<file path="src/rtl/ga_linear_fitness_scaling_macros.svh">
// Assertion macros shared by the linear fitness scaling RTL.
// Included by the modules that carry concurrent assertions; no other dependencies.
`ifndef GA_LINEAR_FITNESS_SCALING_MACROS_SVH
`define GA_LINEAR_FITNESS_SCALING_MACROS_SVH
`ifndef SYNTHESIS
// Antecedent implies consequent in the same cycle.
`define LFS_ASSERT_IMP(label, clk, rst_n, ante, cons) \
  label: assert property (@(posedge clk) disable iff (!rst_n) (ante) |-> (cons)) \
    else $error("lfs assertion failed");
// Antecedent implies consequent in the next cycle.
`define LFS_ASSERT_NXT(label, clk, rst_n, ante, cons) \
  label: assert property (@(posedge clk) disable iff (!rst_n) (ante) |=> (cons)) \
    else $error("lfs assertion failed");
`else
`define LFS_ASSERT_IMP(label, clk, rst_n, ante, cons)
`define LFS_ASSERT_NXT(label, clk, rst_n, ante, cons)
`endif
`endif

</file>
<file path="src/rtl/lfs_pkg.sv">
// Shared types and constants of the linear fitness scaling block.
// Used by every module of the block except lfs_ram; depends on nothing.
package lfs_pkg;

  localparam int OBJ_W  = 32;
  localparam int SUM_W  = 38;
  localparam int CNT_W  = 6;
  localparam int VAR_W  = 48;
  localparam int NUM_W  = 80;   // numerator and product width of the arithmetic unit
  localparam int DEN_W  = 44;   // divisor width
  localparam int MA_W   = 48;   // multiplicand width
  localparam int MB_W   = 32;   // multiplier width (one bit per cycle)
  localparam int SCL_W  = 16;
  localparam int TDATA_W = 232;

  localparam logic [SCL_W-1:0] Q12_ONE     = 16'd4096;
  localparam logic [SCL_W-1:0] SCALE_RESET = 16'd8192;
  localparam logic [OBJ_W-1:0] FIT_MAX     = 32'h7FFF_FFFF;
  localparam logic [VAR_W-1:0] VAR_MAX     = 48'hFFFF_FFFF_FFFF;

  localparam logic KIND_FITNESS = 1'b0;
  localparam logic KIND_STATS   = 1'b1;

  typedef enum logic {
    OP_MUL = 1'b0,
    OP_DIV = 1'b1
  } lfs_op_t;

  // Summary of one loaded pool, handed from the front to the back.
  typedef struct packed {
    logic [CNT_W-1:0]        count;
    logic signed [OBJ_W-1:0] obj_min;
    logic signed [OBJ_W-1:0] obj_max;
    logic signed [SUM_W-1:0] obj_sum;
    logic                    ovf;
  } lfs_run_t;

  typedef struct packed {
    logic             start;
    lfs_op_t          op;
    logic [NUM_W-1:0] opa;
    logic [DEN_W-1:0] opb;
  } lfs_arith_req_t;

  typedef struct packed {
    logic             done;
    logic [NUM_W-1:0] result;
  } lfs_arith_rsp_t;

  typedef struct packed {
    logic                    kind;
    logic [CNT_W-1:0]        entry_index;
    logic signed [OBJ_W-1:0] fitness;
    logic signed [SUM_W-1:0] sum_fitness;
    logic signed [OBJ_W-1:0] mean_fitness;
    logic signed [OBJ_W-1:0] min_fitness;
    logic signed [OBJ_W-1:0] max_fitness;
    logic [CNT_W-1:0]        best_index;
    logic [VAR_W-1:0]        variance;
    logic                    overflowed;
    logic                    last;
  } lfs_result_t;

endpackage

</file>
<file path="src/rtl/lfs_arith.sv">
// Shared arithmetic unit: bit-serial multiplier and restoring divider, one bit per cycle.
// Depends on lfs_pkg and the assertion macros.
`include "ga_linear_fitness_scaling_macros.svh"
module lfs_arith import lfs_pkg::*; (
  input  logic           clk,
  input  logic           rst_n,
  input  lfs_arith_req_t req,
  output lfs_arith_rsp_t rsp
);

  localparam int STEP_W = $clog2(NUM_W + 1);

  logic             busy_r, done_r;
  lfs_op_t          op_r;
  logic [STEP_W-1:0] cnt_r;
  logic [NUM_W-1:0] acc_r, ma_r;
  logic [MB_W-1:0]  mb_r;
  logic [DEN_W-1:0] rem_r, den_r;
  logic [NUM_W-1:0] q_r;

  logic [DEN_W:0]   shifted;
  logic             ge;

  // One restoring step: bring down the next numerator bit, subtract if it fits.
  assign shifted = {rem_r, q_r[NUM_W-1]};
  assign ge      = shifted >= {1'b0, den_r};

  always_ff @(posedge clk) begin
    if (!rst_n) begin
      busy_r <= 1'b0;
      done_r <= 1'b0;
    end else begin
      done_r <= 1'b0;
      if (req.start) begin
        busy_r <= 1'b1;
        op_r   <= req.op;
        acc_r  <= '0;
        ma_r   <= NUM_W'(req.opa[MA_W-1:0]);
        mb_r   <= req.opb[MB_W-1:0];
        rem_r  <= '0;
        den_r  <= req.opb;
        q_r    <= req.opa;
        cnt_r  <= (req.op == OP_MUL) ? STEP_W'(MB_W) : STEP_W'(NUM_W);
      end else if (busy_r) begin
        if (op_r == OP_MUL) begin
          if (mb_r[0]) begin
            acc_r <= acc_r + ma_r;
          end
          ma_r <= {ma_r[NUM_W-2:0], 1'b0};
          mb_r <= {1'b0, mb_r[MB_W-1:1]};
        end else begin
          rem_r <= ge ? DEN_W'(shifted - {1'b0, den_r}) : shifted[DEN_W-1:0];
          q_r   <= {q_r[NUM_W-2:0], ge};
        end
        cnt_r <= cnt_r - 1'b1;
        if (cnt_r == STEP_W'(1)) begin
          busy_r <= 1'b0;
          done_r <= 1'b1;
        end
      end
    end
  end

  assign rsp.done   = done_r;
  assign rsp.result = (op_r == OP_MUL) ? acc_r : q_r;

  `LFS_ASSERT_IMP(a_start_when_free, clk, rst_n, req.start, !busy_r && !done_r)

endmodule

</file>
<file path="config.mk">
export PLATFORM = sky130hd
export DESIGN_NAME = lfs_arith
export DESIGN_NICKNAME = d
export VERILOG_FILES = /design/src/rtl/lfs_pkg.sv /design/src/rtl/lfs_arith.sv
export VERILOG_INCLUDE_DIRS = /design/src /design/src/rtl
export SDC_FILE = /design/constraint.sdc
export NUM_CORES = 1
export LEC_CHECK = 0
export BUFFER_PORTS_ARGS = -buffer_cell sky130_fd_sc_hd__buf_4
export CORE_ASPECT_RATIO = 0.9
export CORE_MARGIN = 2
export CORE_UTILIZATION = 61
export DETAILED_ROUTE_END_ITERATION = 8
export GPL_ROUTABILITY_DRIVEN = 0
export GPL_TIMING_DRIVEN = 0
export HOLD_SLACK_MARGIN = 0.08
export PLACE_DENSITY = 0.93
export SLEW_MARGIN = 10
export SYNTH_ARGS = -nofsm -noshare
export SYNTH_HDL_FRONTEND = slang
export SYNTH_SLANG_ARGS = --single-unit
</file>
<file path="constraint.sdc">
create_clock -name clk -period 11.9 [get_ports clk]
set_input_delay 1.785 -clock clk [delete_from_list [all_inputs] [get_ports clk]]
set_output_delay 1.785 -clock clk [all_outputs]
set_load 0.01 [all_outputs]
</file>
==> metrics.txt <==
gr usage total=30.4%; largest net degree at the start of global routing=49; final instance area=0.0266 mm^2; die height=188 um; number of fill cells=2452; share of cells above drive strength 1=18.8%; First-pass DRT Iterations=8; post-layout util=71.5%; Reg power frac=42.8%; top cells by area, synth=edfxtp_1 48%, mux2_2 7.1%, ha_1 6.8%; register area share after synthesis=48.2%; Antenna Violating Nets Remaining=0; Final Max Slew Viols=0; sw frac=30.1%; Max Cap Violations=0; crit path cell chain=clkbuf_1 > clkbuf_1 > clkbuf_1 > o21a_4 > buf_12 > o21a_4 > buf_16; Cell Area, Placed=0.0254 mm^2; f_max=0.188 GHz; CP max FO=48; Worst Setup EP=acc_r[37]; Final HPWL DP=44.8 mm; CTS Root Cell=clkbuf_16; DR WL/cell=20.7 um; P_sw=1130 uW; CP Capture Type=flip-flop; Worst IR Drop VDD=0.000111 V; share of the synthesized area in the top cell type=48.0%; FF+latch count, synth=370; Clk pwr share=31.9%; row count=67; # clock sinks=370; Logic pwr share=25.3%; number of remaining DRC errors=0; crit-path most repeated cell=clkbuf_1; remaining global-route overflow=0; crit path DAT=5530 ps; io pins=209; CTS buffer count=39; register-to-register setup slack=7530 ps; number of I/O port buffers=207; ys async rst share=0%; R2R cell count=12; RR Startpoint=acc_r[0]; CP startpoint=req[125]; initial antenna violation count=1; Slew @ Worst Pin=990 ps; WS Path Type=in2reg; final setup fails=0; Die W=209 um; Most used DFF post-synth=edfxtp_1; starting density of the core=61.9%; clock-pin slew on the worst setup and hold paths=60 ps; vias in the first global route=18600; Vias per Instance=6.39; status=finished, final reports clean; Post-Route WL=61.2 mm; H-tree depth=2; LEAKAGE=0.0110 uW; Pwr Density=141 mW/mm^2; RSZ-0062 raised after global routing=no; CTS tree=yes; Clock Skew=35.9 ps; die area=0.0393 mm^2; most common cell after layout, fill and taps aside=edfxtp_1; synthesized area per cell=10.5 um^2; Hold Crit Class=reg2reg; Pint=2630 uW; Ys Warns=0; CTS max path bufs=3; synthesis-to-layout area growth=15.6%; slowest stage cell, crit path=clkbuf_1; clk_lat worst skew=560 ps; Distinct cells, synth=78; reg2reg end=acc_r[78]; Core ar.=0.0372 mm^2; biggest cell delay along the critical path=760 ps; Vias=18900; Synth Instances=2197; fin crit period=5310 ps; Syn Nets=2452; WHS Path Cells=2; startpoint types=input port; CTS resizes=0; starting DRC count in detailed routing=2392; first-pass GRT wire length=95.7 mm; Post-synth EDFFs=368; final hold violation count=0; postcts setup bufs=0; slew margin rel.=34.0%; Worst EP required=12120 ps; most frequent cells in the layout=368 x edfxtp_1, 211 x buf_4, 198 x nor2_1, 173 x inv_1, 157 x o21ai_0; area leader, netlist=edfxtp_1; final period utilization=44.6%; Layout Nets=2708; Mapped Area=0.0230 mm^2; Post-CTS Hold Fix Bufs=0
==> cells in the mapped netlist (33+ instances only) <==
cell        n
edfxtp_1  368
nor2_1    198
inv_1     173
o21ai_0   157
mux2_2    146
nand2_1   146
a21oi_1   142
ha_1      125
clkbuf_1   90
a21o_1     79
xnor2_1    66
nor2b_1    53
xor2_1     47
nand4_1    43
mux2i_1    33
==> critical path, delay by kind of cell <==
kind | cells | cell delay [ps]
compound gates | 2 | 1100
buf+inv | 5 | 2560
==> layout make-up <==
class	instances	area, um^2	share of cell area (%)
sequential	370	11100	41.7
clock inverter	20	199	0.748
multi-input combinational	1543	10900	40.8
inverter	173	649	2.44
buffer	111	448	1.68
antenna	1	2.50	0.00941
tap	483	604	2.27
timing repair buffer	215	1740	6.53
clock buffer	44	1020	3.82
==> worst min-delay path by stage <==
stage	slack, ps	end	from
after floorplan	440	done_r	busy_r
after CTS	480	done_r	busy_r
after global routing	510	done_r	busy_r
final	490	done_r	busy_r
after global placement	450	done_r	busy_r
after detailed placement	480	done_r	busy_r
==> logic make-up after synthesis <==
logic type      Yosys count  synth area share, %
buf+inv                 284                 4.77
flops                   370                 48.2
simple gates            559                 11.3
fa+ha+maj               127                 6.97
xor+xnor                113                 4.30
compound gates          561                 15.7
mux                     183                 8.79
==> per-layer routing <==
| metal | GRT usage, % | vias up | wire length, um |
|---|---|---|---|
| met2 | 50.1 | 1204 | 28600 |
| met1 | 39.0 | 8927 | 23600 |
| met4 | 14.9 | 0 | 2990 |
| met3 | 5.45 | 274 | 6030 |
| met5 | 0 | - | 0 |
| li1 | - | 8504 | - |
==> registers in the layout, indices dropped and copies added (netlist names) <==
| register | flops |
|---|---|
| acc_r | 80 |
| busy_r | 1 |
| cnt_r | 7 |
| den_r | 44 |
| done_r | 1 |
| ma_r | 80 |
| mb_r | 32 |
| op_r | 1 |
| q_r | 80 |
| rem_r | 44 |
==> metrics by stage <==
step	setup WS (ps)	instances	hold WS (ps)	setup TNS [ps]	total power, uW
floorplan	2830	2197	436	0	2270
global placement	-1200	2887	446	-147980	2500
detailed placement	6070	2895	485	0	2550
CTS	6610	2959	481	0	3740
global route	6470	2959	507	0	3900
finish	6590	2960	486	0	3760
==> power groups by stage <==
stage / registers [uW] / clock network [uW] / logic (uW)
floorplan: 1620 / 0 / 650
global placement: 1640 / 0 / 862
detailed placement: 1630 / 0 / 912
CTS: 1610 / 1210 / 927
global route: 1620 / 1260 / 1030
finish: 1610 / 1200 / 950
Note: power is estimated with default switching activity, not from simulation.
