<file path="src/rtl/ga_linear_fitness_scaling_macros.svh">
// Assertion macros shared by the linear fitness scaling RTL.
// Included by the modules that carry concurrent assertions; no other dependencies.
`ifndef GA_LINEAR_FITNESS_SCALING_MACROS_SVH
`define GA_LINEAR_FITNESS_SCALING_MACROS_SVH
`ifndef SYNTHESIS
// Antecedent implies consequent in the same cycle.
`define LFS_ASSERT_IMP(label, clk, rst_n, ante, cons) \
  label: assert property (@(posedge clk) disable iff (!rst_n) (ante) |-> (cons)) \
    else $error("lfs assertion failed");
// Antecedent implies consequent in the next cycle.
`define LFS_ASSERT_NXT(label, clk, rst_n, ante, cons) \
  label: assert property (@(posedge clk) disable iff (!rst_n) (ante) |=> (cons)) \
    else $error("lfs assertion failed");
`else
`define LFS_ASSERT_IMP(label, clk, rst_n, ante, cons)
`define LFS_ASSERT_NXT(label, clk, rst_n, ante, cons)
`endif
`endif

</file>
<file path="src/rtl/lfs_ram.sv">
// Generic simple dual-port RAM: one write port, one read port with registered data.
// No dependencies.
module lfs_ram #(
  parameter int WIDTH = 32,
  parameter int DEPTH = 32,
  localparam int AW = $clog2(DEPTH)
) (
  input  logic             clk,
  input  logic             we,
  input  logic [AW-1:0]    waddr,
  input  logic [WIDTH-1:0] wdata,
  input  logic [AW-1:0]    raddr,
  output logic [WIDTH-1:0] rdata
);

  logic [WIDTH-1:0] mem [DEPTH];
  logic [WIDTH-1:0] rdata_r;

  // Write port and registered read port.
  always_ff @(posedge clk) begin
    if (we) begin
      mem[waddr] <= wdata;
    end
    rdata_r <= mem[raddr];
  end

  assign rdata = rdata_r;

endmodule

</file>
<file path="config.mk">
export PLATFORM = sky130hd
export DESIGN_NAME = lfs_ram
export DESIGN_NICKNAME = d
export VERILOG_FILES = /design/src/rtl/ga_linear_fitness_scaling_macros.svh /design/src/rtl/lfs_ram.sv
export SDC_FILE = /design/constraint.sdc
export NUM_CORES = 1
export LEC_CHECK = 0
export BUFFER_PORTS_ARGS = -buffer_cell sky130_fd_sc_hd__buf_2
export CAP_MARGIN = 0
export CORE_MARGIN = 2
export CORE_UTILIZATION = 45
export DETAILED_ROUTE_END_ITERATION = 8
export GPL_TIMING_DRIVEN = 0
export PLACE_DENSITY = 0.68
export SYNTH_ARGS = -nofsm -noshare
export SYNTH_HDL_FRONTEND = slang
export SYNTH_SLANG_ARGS = --single-unit
</file>
<file path="constraint.sdc">
create_clock -name clk -period 2.5 [get_ports clk]
set_clock_uncertainty 0.15 [all_clocks]
set_input_delay 0.125 -clock clk [delete_from_list [all_inputs] [get_ports clk]]
set_output_delay 0.125 -clock clk [all_outputs]
set_load 0.02 [all_outputs]
</file>
==> impl_metrics.csv, run 1 <==
group,metric,value,unit
finish,area_delta_synth_final,15.64,%
finish,design_area,0.04682,mm^2
critical_path,arrival,2.37,ns
clocking,ctsRootBufferMaster,"clkbuf_16",
finish,nFillCells,6926,
placement,gp_congestion,0.8270,
timing,fmax,482.7,MHz
finish,multi_input_comb_area,0.008582,mm^2
clocking,clock_latency,0.66,ns
grt,grt_pass1_vias,21670,
finish,final_common_cell,"edfxtp_1",
placement,place_area,0.04325,mm^2
detailed_routing,ant_nets,0,
critical_path,critical-path-top-delay-family,"buffers and inverters",
power,ir_drop,544.0,uV
synth,syn_avg_cell_area,17.91,um^2
critical_path,cp-start-kind,"input pin",
detailed_routing,vias,21370,
detailed_routing,wire_per_inst,25.55,um
finish,fin_cells,3762,
detailed_routing,drtIter0Drc,2293,
critical_path,cp_num_buf_inv,3,
synth,synth_top_family_by_area,"multiplexers",
finish,finish.utilization,52.25,%
synth,synthAdderAreaFrac,0,%
placement,placedCellCount,3542,
floorplanning,io_pins,76,
power,p_leak,16.29,nW
clocking,ctsResizeCount,0,
synth,syn_area,0.04049,mm^2
min_path,min_path_type,"in2reg",
clocking,path_clk_slew,0.06,ns
critical_path,cp_slowest_cell,"clkbuf_1",
timing,fin_setup_tns,0,ns
clocking,cts.htree.levels,3,
floorplanning,rows,110,
timing,relSlewSlack,29.62,%
synth,synth-simple-area-share,3.100,%
grt,gr-usage-all-layers,20.60,%
timing,min_period,2.072,ns
power,power_density,784.3,mW/mm^2
finish,final_cell_mix,"1024 x edfxtp_1, 512 x mux2i_1, 101 x clkbuf_16, 100 x buf_2",
synth,synth_xor_area_share,0,%
critical_path,crit_fanout,10,
synth,synth.distinct_cells,25,
synth,synth-seq-cells,1056,
clocking,cts_buffer_depth,3,
critical_path,worstPathCellList,"buf_2 -> and2b_1 -> buf_4 -> clkbuf_1 -> a22oi_1 -> a31oi_1 -> nand3_1",
critical_path,crit_path_end_kind,"register",
finish,nets,2544,
critical_path,crit_type,"in2reg",
floorplanning,start_util,45.19,%
timing,rsz0062_at_grt,"false",
grt,antenna_found_initial,5,
timing,hold_viol,0,
placement,port_buffers,74,
grt,gr-total-overflow,0,
timing,finalMaxSlewViolations,0,
detailed_routing,drtPass1Iterations,5,
timing,worstMarginPinSlew,1.056,ns
finish,drive_gt1_share,14.02,%
clocking,cts_sinks,1056,
finish,regArea,0.03139,mm^2
clocking,cts_buffers,100,
run,maxCapViolCount,0,
floorplanning,die_w,303.9,um
floorplanning,core_area,0.08960,mm^2
floorplanning,fp.dieH,303.9,um
detailed_routing,routed_via_density,5.681,
outcome,status,"completed",
synth,synth.net_count,2304,
detailed_routing,post-route-drc-count,0,
clocking,cts_tree,"built",
critical_path,required,2.80,ns
synth,synthCells,2260,
detailed_routing,drt_wl_total,96110,um
synth,synth_mux_area_share,12.66,%
timing,period_share,82.87,%
synth,synth_compound_area_share,4.846,%
critical_path,critPathMaxStageDelay,0.59,ns
timing,setup_viol,0,
synth,yosysWarnings,0,
grt,grt_pass1_wl,139500,um
placement,hpwl,62010,um
grt,grt_max_degree,33,
synth,ys_seq_area_share,77.54,%
floorplanning,dieArea,0.09238,mm^2
## cell usage after synthesis
library cell / instances / area (um^2)
edfxtp_1: 1024 / 30750
mux2i_1: 512 / 5125
nand2_1: 98 / 367.9
nand3_1: 98 / 490.5
a21oi_1: 96 / 480.5
a22oi_1: 96 / 720.7
a22o_1: 64 / 560.5
clkbuf_1: 46 / 172.7
nor2_1: 34 / 127.6
buf_4: 33 / 247.7
a31oi_1: 32 / 200.2
dfxtp_1: 32 / 640.6
nor3_1: 32 / 160.2
buf_2: 26 / 130.1
buf_6: 15 / 168.9
buf_1: 5 / 18.77
nand3b_1: 5 / 37.54
or3b_2: 3 / 26.28
clkbuf_4: 2 / 15.01
nand2b_1: 2 / 12.51
and2_1: 1 / 6.260
and2b_1: 1 / 7.510
nor2b_1: 1 / 6.260
or2_2: 1 / 6.260
or3_1: 1 / 6.260
## cell type report
cell class	count	share of cell area [%]
Antenna cell	4	0.02138
Buffer	127	1.609
Clock buffer	125	5.676
Clock inverter	59	1.232
Multi-Input combinational cell	1077	18.33
Sequential cell	1056	67.05
Tap cell	1176	3.143
Timing Repair Buffer	138	2.940
## what timing repair did
action	CTS	global route
buffers inserted	0	0
hold buffers	32	0
hold endpoints to repair	1024	0
endpoints found under the setup margin	0	0
## final timing paths
kind / depth (start not counted) / slack [ns] / startpoint / end
max reg2reg: 5 / 0.52 / mem[1][12] / rdata[12]
min reg2reg: 4 / 0.45 / mem[26][26] / rdata[26]
max: 7 / 0.43 / raddr[2] / rdata[12]
min: 3 / 0.10 / waddr[3] / mem[19][1]
## power breakdown
part	switching, mW	total [mW]	internal [mW]
clock	6.31	14.9	8.57
sequential	0.0634	19.7	19.7
combinational	1.43	2.09	0.666
## metal layers
layer | global-route usage [%] | share of wire, %
met1 | 26.66 | 39
met2 | 35.17 | 50
met3 | 3.754 | 8.0
met4 | 6.896 | 2.9
met5 | 0 | 0.031
## tightest hold or removal path, stage by stage
cell and delay (ns):
buf_2 0.17, or3b_2 0.28, nor2_4 0.14
## cells by family after synthesis
| family | Yosys count |
|---|---|
| AO/OA/AOI/OAI | 288 |
| buffers and inverters | 127 |
| flip-flops | 1056 |
| multiplexers | 512 |
| AND/OR/NAND/NOR | 277 |
## per-stage QoR
stage	hold WS, ns	setup WS, ns	total power, mW
6_report	0.1036	0.4283	36.72
5_1_grt	0.1251	0.3057	37.74
4_1_cts	0.07131	0.5280	36.92
3_5_place_dp	0.3909	-0.1505	22.17
3_3_place_gp	0.3919	-1.849	22.06
2_1_floorplan	0.07387	-0.2091	21.22
## state kept, by name, summed over array words and instances (netlist names)
signal / cells
mem: 1024
rdata: 32
Power figures use the tool's default switching activity.
==> inputs of run 2 (changes only) <==
==> constraint.sdc (replaced) <==
create_clock -name clk -period 1.9 [get_ports clk]
set_clock_uncertainty 0.15 [all_clocks]
set_input_delay 0.095 -clock clk [delete_from_list [all_inputs] [get_ports clk]]
set_output_delay 0.095 -clock clk [all_outputs]
set_load 0.02 [all_outputs]
==> impl_metrics.csv, run 2 (same netlist as run 1, synthesis figures left out) <==
group,metric,value,unit
timing,rsz0062_at_grt,"false",
timing,min_period,1.896,ns
floorplanning,rows,110,
critical_path,crit_fanout,10,
finish,nets,2552,
finish,nFillCells,6922,
critical_path,crit_start,"raddr[1]",
clocking,cts_tree,"built",
grt,use_met1,26.50,%
detailed_routing,wire_per_inst,25.73,um
placement,placedCellCount,3537,
critical_path,arrival,2.18,ns
power,clkPwrFrac,40.9,%
finish,drive_gt1_share,14.73,%
min_path,min_from,"waddr[3]",
timing,period_share,99.78,%
floorplanning,start_util,45.19,%
placement,gp_congestion,0.8521,
timing,holdWs,0.1001,ns
timing,hold_viol,0,
detailed_routing,drtPass1Iterations,6,
critical_path,crit_path_end_kind,"register",
clocking,cts_buffer_depth,3,
power,power_frac_seq,53.4,%
detailed_routing,post-route-drc-count,0,
power,p_leak,16.38,nW
finish,largest_reg_flops,1024,
power,switchingPower,10.31,mW
detailed_routing,vias,21550,
timing,finalMaxSlewViolations,0,
clocking,cts_sinks,1056,
finish,diodes,0,
placement,port_buffers,74,
critical_path,reg2reg_slack,0.04,ns
clocking,path_clk_slew,0.06,ns
clocking,clock_latency,0.66,ns
run,maxCapViolCount,0,
detailed_routing,routed_via_density,5.718,
detailed_routing,drt_wl_total,96980,um
finish,finish.utilization,52.41,%
placement,hpwl,61660,um
floorplanning,die_w,303.9,um
finish,area_delta_synth_final,15.99,%
clocking,cts.htree.levels,3,
placement,place_ws,-0.8380,ns
grt,antenna_found_initial,2,
grt,grt_pass1_vias,21580,
timing,setup_viol,0,
timing,relSlewSlack,12.97,%
min_path,min_path_type,"in2reg",
floorplanning,core_area,0.08960,mm^2
power,p_comb_share,5.7,%
grt,busiest_layer,"met2",
clocking,ctsRootBufferMaster,"clkbuf_16",
floorplanning,dieArea,0.09238,mm^2
grt,grt_use_met2,35.83,%
timing,worstMarginPinSlew,1.302,ns
critical_path,required,2.18,ns
power,ir_drop,699.0,uV
finish,final_cell_mix,"1024 x edfxtp_1, 512 x mux2i_1, 103 x clkbuf_16, 99 x buf_2",
finish,fin_cells,3769,
grt,gr-total-overflow,0,
detailed_routing,drtIter0Drc,2139,
critical_path,crit_type,"in2reg",
grt,grt_util_met3,3.406,%
clocking,cts_buffers,100,
floorplanning,io_pins,76,
power,power_density,1036,mW/mm^2
critical_path,cp-start-kind,"input pin",
grt,gr-usage-all-layers,20.55,%
finish,regMostFlops,"mem",
floorplanning,fp.dieH,303.9,um
finish,final_common_cell,"edfxtp_1",
power,p_int,38.34,mW
outcome,status,"completed",
timing,setup_ws,0.004271,ns
grt,grt_pass1_wl,139800,um
detailed_routing,ant_nets,0,
critical_path,timing.rr.start,"mem[1][14]",
power,swShare,21.19,%
grt,grt_max_degree,33,
timing,fmax,527.5,MHz
timing,fin_setup_tns,0,ns
run 2: area by class of cell:
| class | count | area [um^2] | area share (%) |
|---|---|---|---|
| Timing Repair Buffer | 145 | 1411 | 3.006 |
| Clock buffer | 123 | 2653 | 5.649 |
| Buffer | 127 | 774.5 | 1.649 |
| Clock inverter | 64 | 646.9 | 1.378 |
| Tap cell | 1176 | 1471 | 3.133 |
| Multi-Input combinational cell | 1078 | 8612 | 18.34 |
| Sequential cell | 1056 | 31390 | 66.85 |
run 2: worst paths after layout:
path         depth (start not counted)         end
max                                  8   rdata[14]
max reg2reg                          5   rdata[14]
min                                  3  mem[30][3]
min reg2reg                          4   rdata[25]
run 2: what timing repair did:
action	in CTS	in global routing
endpoints found under the hold margin	1026	0
setup buffers	0	9
pin swaps	2	3
cloned	1	0
hold buffers	35	0
resized for setup	6	22
setup endpoints to repair	167	97
run 2: per-layer routing:
metal | share of wire (%) | up-vias
met5 | 0.016 | -
met4 | 2.4 | 2
met3 | 7.0 | 166
met2 | 51 | 831
met1 | 40 | 11070
li1 | - | 9483
run 2: stage by stage:
| stage | instance area (um^2) | total power [mW] |
|---|---|---|
| after global placement | 42400 | 29.04 |
| after global routing | 46960 | 50.01 |
| after floorplan | 40550 | 27.93 |
| final | 46960 | 48.65 |
| after detailed placement | 43150 | 29.17 |
| after CTS | 46820 | 48.87 |
run 2: critical path, stage by stage:
cell and delay, ns:
buf_2 0.13, nor2_1 0.15, buf_2 0.32, buf_4 0.30, buf_2 0.33, nand2_1 0.09, a31oi_1 0.41, nand3_1 0.32
run 2: power by group through the flow:
stage                     Clock (mW)  Combinational (mW)  Sequential (mW)
after global placement             0                2.57             26.5
final                           19.9                2.77             26.0
after floorplan                    0                1.35             26.6
after detailed placement           0                2.69             26.5
after CTS                       20.1                2.76             26.0
after global routing            21.1                2.94             26.0
