==> src/rtl/ga_linear_fitness_scaling_macros.svh <==
// Assertion macros shared by the linear fitness scaling RTL.
// Included by the modules that carry concurrent assertions; no other dependencies.
`ifndef GA_LINEAR_FITNESS_SCALING_MACROS_SVH
`define GA_LINEAR_FITNESS_SCALING_MACROS_SVH
`ifndef SYNTHESIS
// Antecedent implies consequent in the same cycle.
`define LFS_ASSERT_IMP(label, clk, rst_n, ante, cons) \
  label: assert property (@(posedge clk) disable iff (!rst_n) (ante) |-> (cons)) \
    else $error("lfs assertion failed");
// Antecedent implies consequent in the next cycle.
`define LFS_ASSERT_NXT(label, clk, rst_n, ante, cons) \
  label: assert property (@(posedge clk) disable iff (!rst_n) (ante) |=> (cons)) \
    else $error("lfs assertion failed");
`else
`define LFS_ASSERT_IMP(label, clk, rst_n, ante, cons)
`define LFS_ASSERT_NXT(label, clk, rst_n, ante, cons)
`endif
`endif

==> src/rtl/lfs_pkg.sv <==
// Shared types and constants of the linear fitness scaling block.
// Used by every module of the block except lfs_ram; depends on nothing.
package lfs_pkg;

  localparam int OBJ_W  = 32;
  localparam int SUM_W  = 38;
  localparam int CNT_W  = 6;
  localparam int VAR_W  = 48;
  localparam int NUM_W  = 80;   // numerator and product width of the arithmetic unit
  localparam int DEN_W  = 44;   // divisor width
  localparam int MA_W   = 48;   // multiplicand width
  localparam int MB_W   = 32;   // multiplier width (one bit per cycle)
  localparam int SCL_W  = 16;
  localparam int TDATA_W = 232;

  localparam logic [SCL_W-1:0] Q12_ONE     = 16'd4096;
  localparam logic [SCL_W-1:0] SCALE_RESET = 16'd8192;
  localparam logic [OBJ_W-1:0] FIT_MAX     = 32'h7FFF_FFFF;
  localparam logic [VAR_W-1:0] VAR_MAX     = 48'hFFFF_FFFF_FFFF;

  localparam logic KIND_FITNESS = 1'b0;
  localparam logic KIND_STATS   = 1'b1;

  typedef enum logic {
    OP_MUL = 1'b0,
    OP_DIV = 1'b1
  } lfs_op_t;

  // Summary of one loaded pool, handed from the front to the back.
  typedef struct packed {
    logic [CNT_W-1:0]        count;
    logic signed [OBJ_W-1:0] obj_min;
    logic signed [OBJ_W-1:0] obj_max;
    logic signed [SUM_W-1:0] obj_sum;
    logic                    ovf;
  } lfs_run_t;

  typedef struct packed {
    logic             start;
    lfs_op_t          op;
    logic [NUM_W-1:0] opa;
    logic [DEN_W-1:0] opb;
  } lfs_arith_req_t;

  typedef struct packed {
    logic             done;
    logic [NUM_W-1:0] result;
  } lfs_arith_rsp_t;

  typedef struct packed {
    logic                    kind;
    logic [CNT_W-1:0]        entry_index;
    logic signed [OBJ_W-1:0] fitness;
    logic signed [SUM_W-1:0] sum_fitness;
    logic signed [OBJ_W-1:0] mean_fitness;
    logic signed [OBJ_W-1:0] min_fitness;
    logic signed [OBJ_W-1:0] max_fitness;
    logic [CNT_W-1:0]        best_index;
    logic [VAR_W-1:0]        variance;
    logic                    overflowed;
    logic                    last;
  } lfs_result_t;

endpackage

==> src/rtl/lfs_front.sv <==
// Front end: accepts objective transactions, stores them and keeps running min, max and sum.
// Depends on lfs_pkg and the assertion macros; feeds a two-entry run queue to the back end.
`include "ga_linear_fitness_scaling_macros.svh"
module lfs_front import lfs_pkg::*; #(
  parameter int MAX_POOL = 32,
  localparam int AW = $clog2(MAX_POOL)
) (
  input  logic              clk,
  input  logic              rst_n,
  input  logic              in_tvalid,
  output logic              in_tready,
  input  logic [OBJ_W-1:0]  in_tdata,
  input  logic              in_tlast,
  output logic              obj_we,
  output logic [AW-1:0]     obj_waddr,
  output logic [OBJ_W-1:0]  obj_wdata,
  output logic              run_valid,
  input  logic              run_ready,
  output lfs_run_t          run,
  input  logic              obj_free
);

  localparam int CW = $clog2(MAX_POOL + 1);

  logic [CW-1:0]           count_r;
  logic signed [OBJ_W-1:0] min_r, max_r;
  logic signed [SUM_W-1:0] sum_r;
  logic                    ovf_r;
  logic                    hold_r;
  lfs_run_t                q_mem_r [2];
  logic                    wptr_r, rptr_r;
  logic [1:0]              q_cnt_r;

  logic                    accept, push, pop, has_room;
  logic signed [OBJ_W-1:0] obj_c;
  logic [CW-1:0]           cnt_upd;
  logic signed [OBJ_W-1:0] min_upd, max_upd;
  logic signed [SUM_W-1:0] sum_upd;
  logic                    ovf_upd;
  lfs_run_t                run_new;

  // The store stays locked from the end of a pool until the back end has read it out.
  assign in_tready = !hold_r && (q_cnt_r != 2'd2);
  assign accept    = in_tvalid && in_tready;
  assign push      = accept && in_tlast;
  assign pop       = run_valid && run_ready;
  assign has_room  = count_r < CW'(MAX_POOL);
  assign obj_c     = $signed(in_tdata);

  assign obj_we    = accept && has_room;
  assign obj_waddr = count_r[AW-1:0];
  assign obj_wdata = in_tdata;

  // Running statistics including the transaction being accepted.
  always_comb begin
    cnt_upd = count_r;
    min_upd = min_r;
    max_upd = max_r;
    sum_upd = sum_r;
    ovf_upd = ovf_r;
    if (has_room) begin
      cnt_upd = CW'(count_r + 1'b1);
      if (count_r == '0 || obj_c < min_r) begin
        min_upd = obj_c;
      end
      if (count_r == '0 || obj_c > max_r) begin
        max_upd = obj_c;
      end
      sum_upd = sum_r + SUM_W'(obj_c);
    end else begin
      ovf_upd = 1'b1;
    end
    run_new.count   = CNT_W'(cnt_upd);
    run_new.obj_min = min_upd;
    run_new.obj_max = max_upd;
    run_new.obj_sum = sum_upd;
    run_new.ovf     = ovf_upd;
  end

  // Accumulators, lock flag and run queue.
  always_ff @(posedge clk) begin
    if (!rst_n) begin
      count_r <= '0;
      min_r   <= '0;
      max_r   <= '0;
      sum_r   <= '0;
      ovf_r   <= 1'b0;
      hold_r  <= 1'b0;
      wptr_r  <= 1'b0;
      rptr_r  <= 1'b0;
      q_cnt_r <= '0;
    end else begin
      if (accept) begin
        if (in_tlast) begin
          count_r <= '0;
          min_r   <= '0;
          max_r   <= '0;
          sum_r   <= '0;
          ovf_r   <= 1'b0;
        end else begin
          count_r <= cnt_upd;
          min_r   <= min_upd;
          max_r   <= max_upd;
          sum_r   <= sum_upd;
          ovf_r   <= ovf_upd;
        end
      end
      if (obj_free) begin
        hold_r <= 1'b0;
      end
      if (push) begin
        hold_r            <= 1'b1;
        q_mem_r[wptr_r]   <= run_new;
        wptr_r            <= ~wptr_r;
      end
      if (pop) begin
        rptr_r <= ~rptr_r;
      end
      q_cnt_r <= q_cnt_r + {1'b0, push} - {1'b0, pop};
    end
  end

  assign run_valid = (q_cnt_r != 2'd0);
  assign run       = q_mem_r[rptr_r];

  `LFS_ASSERT_IMP(a_free_only_held, clk, rst_n, obj_free, hold_r)
  `LFS_ASSERT_IMP(a_queued_run_locks, clk, rst_n, run_valid, hold_r)
  `LFS_ASSERT_IMP(a_store_in_range, clk, rst_n, obj_we, count_r < CW'(MAX_POOL))

endmodule

==> config.mk <==
export PLATFORM = sky130hd
export DESIGN_NAME = lfs_front
export DESIGN_NICKNAME = d
export VERILOG_FILES = /design/src/rtl/lfs_pkg.sv /design/src/rtl/lfs_front.sv
export VERILOG_INCLUDE_DIRS = /design/src /design/src/rtl
export SDC_FILE = /design/constraint.sdc
export NUM_CORES = 1
export LEC_CHECK = 0
export ABC_CLOCK_PERIOD_IN_PS = 10900
export BUFFER_PORTS_ARGS = -buffer_cell sky130_fd_sc_hd__buf_4
export CORE_UTILIZATION = 40
export CTS_CLUSTER_DIAMETER = 200
export CTS_CLUSTER_SIZE = 25
export DETAILED_ROUTE_END_ITERATION = 8
export GPL_ROUTABILITY_DRIVEN = 0
export GPL_TIMING_DRIVEN = 0
export PLACE_DENSITY = 0.62
export SKIP_LAST_GASP = 1
export SYNTH_ARGS = -nofsm -noshare
export SYNTH_HDL_FRONTEND = slang
export SYNTH_SLANG_ARGS = --single-unit
==> constraint.sdc <==
create_clock -name clk -period 10.9 [get_ports clk]
set_clock_uncertainty 0.1 [all_clocks]
set_input_delay 2.18 -clock clk [delete_from_list [all_inputs] [get_ports clk]]
set_output_delay 2.18 -clock clk [all_outputs]
set_load 0.02 [all_outputs]
==> results of run 1 <==
==> cell type report <==
cell class	instances	area (sq um)	share of cell area, %
plain buffers	104	572	2.90
clock buffers	27	463	2.35
clock inverters	1	20.0	0.102
inverters	84	315	1.60
multi-input cells	939	7140	36.3
flip-flops and latches	333	8850	44.9
well taps	532	666	3.38
repair buffers	208	1660	8.43
==> worst max path at each step <==
| stage | from | endpoint | slack (ns) | cells past startpoint |
|---|---|---|---|---|
| floorplan | in_tvalid | q_mem_r[0][0] | 0.006 | 4 |
| global placement | in_tvalid | q_mem_r[1][77] | -5.55 | 5 |
| detailed placement | in_tvalid | obj_we | 5.28 | 5 |
| CTS | flop | run[106] | 5.07 | 5 |
| global route | flop | run[102] | 4.85 | 5 |
| finish | flop | run[99] | 5.01 | 5 |
==> registers in the layout, indices dropped and copies added (netlist names), named ones only <==
register  cells
max_r        32
q_mem_r     218
wptr_r        1
min_r        32
sum_r        38
count_r       6
hold_r        1
rptr_r        1
ovf_r         1
q_cnt_r       2
==> per-stage QoR <==
stage | instances | util [%]
2_1_floorplan | 1460 | -
3_3_place_gp | 2178 | 45.9
3_5_place_dp | 2200 | 46.6
4_1_cts | 2228 | 47.8
5_1_grt | 2228 | 47.8
6_report | 2228 | 47.8
==> metal layers <==
| metal | vias up | global-route usage [%] | wire (microns) |
|---|---|---|---|
| li1 | 5787 | - | - |
| met2 | 268 | 33.8 | 20600 |
| met4 | 0 | 4.48 | 757 |
| met1 | 5762 | 26.3 | 19300 |
| met3 | 46 | 2.60 | 2180 |
| met5 | - | 0 | 0 |
==> power groups by stage <==
stage	logic, W	registers, W	clock network, W
3_3_place_gp	0.00101	0.00153	0
3_5_place_dp	0.00104	0.00151	0
6_report	0.00103	0.00148	0.000702
5_1_grt	0.00112	0.00149	0.000767
4_1_cts	0.00104	0.00148	0.000726
2_1_floorplan	0.000667	0.00151	0
==> synthesized netlist by cell type (all sizes together), types with 8 or more instances <==
master	number	area, sq um
a21oi	60	312
and3	10	62.6
o21a	11	82.6
buf	53	380
nand3	10	50.1
nand2	124	465
inv	84	315
nor2	32	120
a22oi	18	135
xor2	12	105
nand2b	9	56.3
a21o	43	323
xnor2	28	245
mux2	146	1640
o21bai	8	60.1
nor2b	27	169
nand4	22	138
o21ai	116	581
dfxtp	115	2300
edfxtp	218	6550
ha	104	1300
clkbuf	51	191
a22o	65	569
and2	8	50.1
nor3	15	86.3
==> worst max-delay path, stage by stage (launching register included) <==
cell and delay (ns):
dfxtp_1 0.32, clkbuf_1 0.74, clkbuf_1 0.58, buf_1 0.84, mux2_2 0.44, buf_4 0.16
==> kinds of logic (layout without fill, tap and decap cells) <==
family          count (synthesis)  in the layout  synth area share [%]
fa+ha+maj                     105            105                  7.83
buf+inv                       188            424                  5.26
xor+xnor                       40             40                  2.08
mux                           149            149                  9.92
compound gates                365            365                  14.3
simple gates                  280            280                  8.11
flops                         333            333                  52.5
==> results_dict.tcl, run 1 <==
set metrics [dict create \
    tns_ns 0 \
    die_height_microns 207 \
    root_buffer "clkbuf_16" \
    clock_power_share_pct 21.8 \
    arrival_ns 3.61 \
    reg2reg_to "q_mem_r[1][37]" \
    worstPathMaxFanout 10 \
    cts_sinks 333 \
    hold_viol 0 \
    ctsResizeCount 0 \
    p_sw_w 0.00104 \
    syn_nets 1603 \
    syn_inst 1460 \
    gr-total-overflow 0 \
    start_kind "flop" \
    power.total_w 0.00322 \
    peakVddDrop_v 0.0000924 \
    synth_edf_count 218 \
    areaGrowthSynthToFinish_pct 16.7 \
    p_int_w 0.00218 \
    io_buffers 186 \
    synth-seq-cells 333 \
    path_class "flop to output port" \
    finalNetCount 1830 \
    ys_warn_count 0 \
    route.detailed.drc 0 \
    grt_pass1_vias 11800 \
    worst_pin_slew_ns 1.04 \
    vias_per_cell 5.32 \
    cts_max_path_buffers 3 \
    num_vias 11900 \
    reg2reg_from "sum_r[0]" \
    h-tree-depth 1 \
    ff2ff_path_depth 12 \
    p_leak_nw 7.55 \
    post_cts_buffers 0 \
    antenna_found_initial 0 \
    period_needed_ns 5.89 \
    design_area_sq_um 19700 \
    diodes 0 \
    fillerInstances 3755 \
    combPwrFrac_pct 32.1 \
    p_sw_share_pct 32.2 \
    layout_commonest_cell "buf_4" \
    die_w_microns 207 \
    final_cell_mix "223 x buf_4, 218 x edfxtp_1, 146 x mux2_2, 124 x nand2_1, 115 x dfxtp_1" \
    track_usage_pct 19.7 \
    path_clk_slew_ns 0.10 \
    required_ns 8.62 \
    ys_async_sr_fraction_pct 0 \
    slew_headroom_pct 30.5 \
    postRouteAntennaNets 0 \
    cts_buffers 17 \
    setup_viol 0 \
    dp_hpwl_microns 32300 \
    place_ws_ns 5.28 \
    post-route-period-util_pct 54.0 \
    end_kind "output port" \
    maxCapViolations 0 \
    clkLatencyLatePin_ns 0.53 \
    place_area_sq_um 19200 \
    grt_max_degree 27 \
    hp-start "min_r[21]" \
    ios 187 \
    drt_iter0_markers 593 \
    holdPathStages 1 \
    max_freq_mhz 170 \
    drv_slew 0 \
    wirelength_microns 42900 \
    setup_ws_ns 5.01 \
    outcome "complete, no violations" \
    p_seq_share_pct 46.1 \
    synth_cell_types 64 \
    grt_pass1_wl_microns 66500 \
    dr.pass1.iters 5 \
    fp.dieArea_sq_um 43000 \
    cts_tree "built" \
    whs_endpoint "min_r[21]" \
    avgSynthCellArea_sq_um 11.6 \
    cts_hold_buf 0 \
    holdWs_ns 0.382 \
    rsz0062_at_grt "false" \
    hp-class "flop to flop" \
    rows 74 \
    syn_area_sq_um 16900 \
    drive_gt1_share_pct 25.6 \
    ys_seq_area_share_pct 52.5 \
    initial_core_util_pct 40.9 \
    power.density_nw_per_um2 164 \
    ys.flop_type "edfxtp_1" \
    post_drt_wl_per_cell_microns 19.2 \
    rrSetupSlack_ns 7.31 \
    coreArea_sq_um 41200 \
]
No activity file was read; power rests on OpenSTA's default activity.
==> inputs of run 2 (changes only) <==
ABC_AREA = 1   (was default)
ABC_CLOCK_PERIOD_IN_PS = 6140   (was 10900)
PLACE_DENSITY = 0.6   (was 0.62)
clock period = 6.14 ns   (was 10.9 ns; I/O delays follow)
==> results_dict.tcl, run 2 <==
set metrics [dict create \
    grt_max_degree 33 \
    power.density_nw_per_um2 288 \
    dp_hpwl_microns 40600 \
    p_int_w 0.00401 \
    ff2ff_path_depth 10 \
    ys_async_sr_fraction_pct 0 \
    hold_viol 0 \
    crit_top_cell "clkbuf_1" \
    route.detailed.drc 0 \
    areaGrowthSynthToFinish_pct 15.1 \
    period_needed_ns 4.82 \
    postRouteAntennaNets 0 \
    synth_area_leader_cell "edfxtp_1" \
    layout_commonest_cell "nand2_1" \
    initial_core_util_pct 41.0 \
    fp.dieArea_sq_um 47800 \
    peakVddDrop_v 0.000173 \
    rrSetupSlack_ns 2.95 \
    wirelength_microns 52500 \
    grt_pass1_wl_microns 80000 \
    cp_cell_sequence "clkbuf_1 > clkbuf_1 > buf_2 > mux2_2 > buf_4" \
    h-tree-depth 1 \
    clkLatencyLatePin_ns 0.54 \
    die_w_microns 219 \
    cts_max_path_buffers 3 \
    avgSynthCellArea_sq_um 9.36 \
    cts_tree "built" \
    syn_area_sq_um 18800 \
    worst_pin_slew_ns 1.09 \
    arrival_ns 3.49 \
    critPathMaxStageDelay_ns 0.88 \
    required_ns 4.81 \
    path_class "flop to output port" \
    clock_power_share_pct 20.5 \
    ys_top_cells_by_count "395 x nand2_1, 218 x edfxtp_1, 203 x inv_1" \
    cts_buffers 17 \
    end_kind "output port" \
    cts_hold_buf 0 \
    gr-total-overflow 0 \
    slew_headroom_pct 27.4 \
    p_sw_w 0.00221 \
    path_buf_inv 4 \
    num_vias 14500 \
    p_leak_nw 8.61 \
    vias_per_cell 5.12 \
    die_height_microns 219 \
    rsz0062_at_grt "false" \
    syn_nets 2148 \
    place_ws_ns 1.91 \
    max_freq_mhz 207 \
    finalNetCount 2363 \
    reg2reg_from "q_cnt_r[0]" \
    top_register "q_mem_r" \
    io_buffers 186 \
    synth-seq-cells 333 \
    fin_util_pct 47.2 \
    post_drt_wl_per_cell_microns 18.5 \
    post_cts_buffers 0 \
    power.total_w 0.00623 \
    rows 78 \
    ys_warn_count 0 \
    largest_reg_flops 218 \
    yosysMostFrequentCell "nand2_1" \
    hp-class "flop to flop" \
    start_kind "flop" \
    outcome "complete, no violations" \
    ys_seq_area_share_pct 47.2 \
    root_buffer "clkbuf_16" \
    ios 187 \
    holdWs_ns 0.357 \
    path_clk_slew_ns 0.10 \
    p_sw_share_pct 35.5 \
    ctsResizeCount 0 \
    final_cell_mix "395 x nand2_1, 233 x buf_4, 218 x edfxtp_1, 203 x inv_1, 165 x nand3_1" \
    reg2reg_to "q_mem_r[1][72]" \
    hp-start "rptr_r" \
    combPwrFrac_pct 36.7 \
    dr.pass1.iters 6 \
    yosys-top-cells-area "edfxtp_1 35%, dfxtp_1 12%, nand2_1 7.9%" \
    setup_ws_ns 1.32 \
    p_seq_share_pct 42.9 \
    maxCapViolations 0 \
    cpLargestDelayFamily "buffers and inverters" \
    worstPathMaxFanout 10 \
    syn_inst 2005 \
    holdPathStages 1 \
    post-route-period-util_pct 78.5 \
    worst_path_max_delay_cell "clkbuf_1" \
    cts_sinks 333 \
    yosysTopAreaCellShare_pct 34.9 \
    track_usage_pct 21.9 \
    synth_cell_types 52 \
    antenna_found_initial 1 \
    drive_gt1_share_pct 23.0 \
    setup_viol 0 \
    ys.flop_type "edfxtp_1" \
    grt_pass1_vias 14300 \
    reg_top3 "q_mem_r (218), sum_r (38)" \
    drt_iter0_markers 1068 \
    synth_edf_count 218 \
    drv_slew 0 \
    coreArea_sq_um 45800 \
]
## run 2: cell type report
class | instances | area [sq um]
timing repair buffer | 196 | 1570
multi-input combinational | 1353 | 8490
tap | 600 | 751
antenna | 1 | 2.50
inverter | 207 | 777
clock inverter | 1 | 20.0
buffer | 112 | 658
sequential | 333 | 8850
clock buffer | 28 | 467
fill | 4368 | 24200
## run 2: worst max path at each step
stage	start	to	slack, ns	depth (start not counted)
4_1_cts	flop	run[106]	1.33	5
5_1_grt	flop	run[106]	1.22	5
3_5_place_dp	flop	run[106]	1.91	5
6_report	flop	run[106]	1.32	5
3_3_place_gp	in_tvalid	q_mem_r[0][85]	-1.02	6
2_1_floorplan	in_tvalid	q_mem_r[0][0]	1.10	5
## run 2: power by group through the flow
stage	Clock (W)	Sequential, W	Combinational (W)
6_report	0.00127	0.00267	0.00228
3_3_place_gp	0	0.00272	0.00224
5_1_grt	0.00138	0.00269	0.00248
2_1_floorplan	0	0.00271	0.00150
4_1_cts	0.00131	0.00267	0.00230
3_5_place_dp	0	0.00272	0.00229
## run 2: cells by family (layout without fill, tap and decap cells)
family / Yosys count / count (layout) / share of synthesized area [%]
compound gates: 291 / 291 / 8.96
xor+xnor: 14 / 14 / 0.654
fa+ha+maj: 105 / 105 / 7.04
buf+inv: 319 / 544 / 7.65
flops: 333 / 333 / 47.2
mux: 110 / 110 / 6.60
other cells: 0 / 1 / 0
simple gates: 833 / 833 / 21.9
## run 2: metal layers
layer / vias to the layer above / global-route usage, % / wire (microns)
met2: 355 / 37.3 / 25500
met4: 0 / 6.83 / 1530
met5: - / 0 / 0
met3: 62 / 2.74 / 2520
li1: 7165 / - / -
met1: 6902 / 28.8 / 23000
## run 2: stage by stage
| stage | area, sq um | std cells | setup TNS, ns |
|---|---|---|---|
| 6_report | 21600 | 2831 | 0 |
| 5_1_grt | 21600 | 2830 | 0 |
| 4_1_cts | 21600 | 2830 | 0 |
| 3_5_place_dp | 21100 | 2801 | 0 |
| 3_3_place_gp | 20900 | 2791 | -180.63 |
| 2_1_floorplan | 18800 | 2005 | 0 |
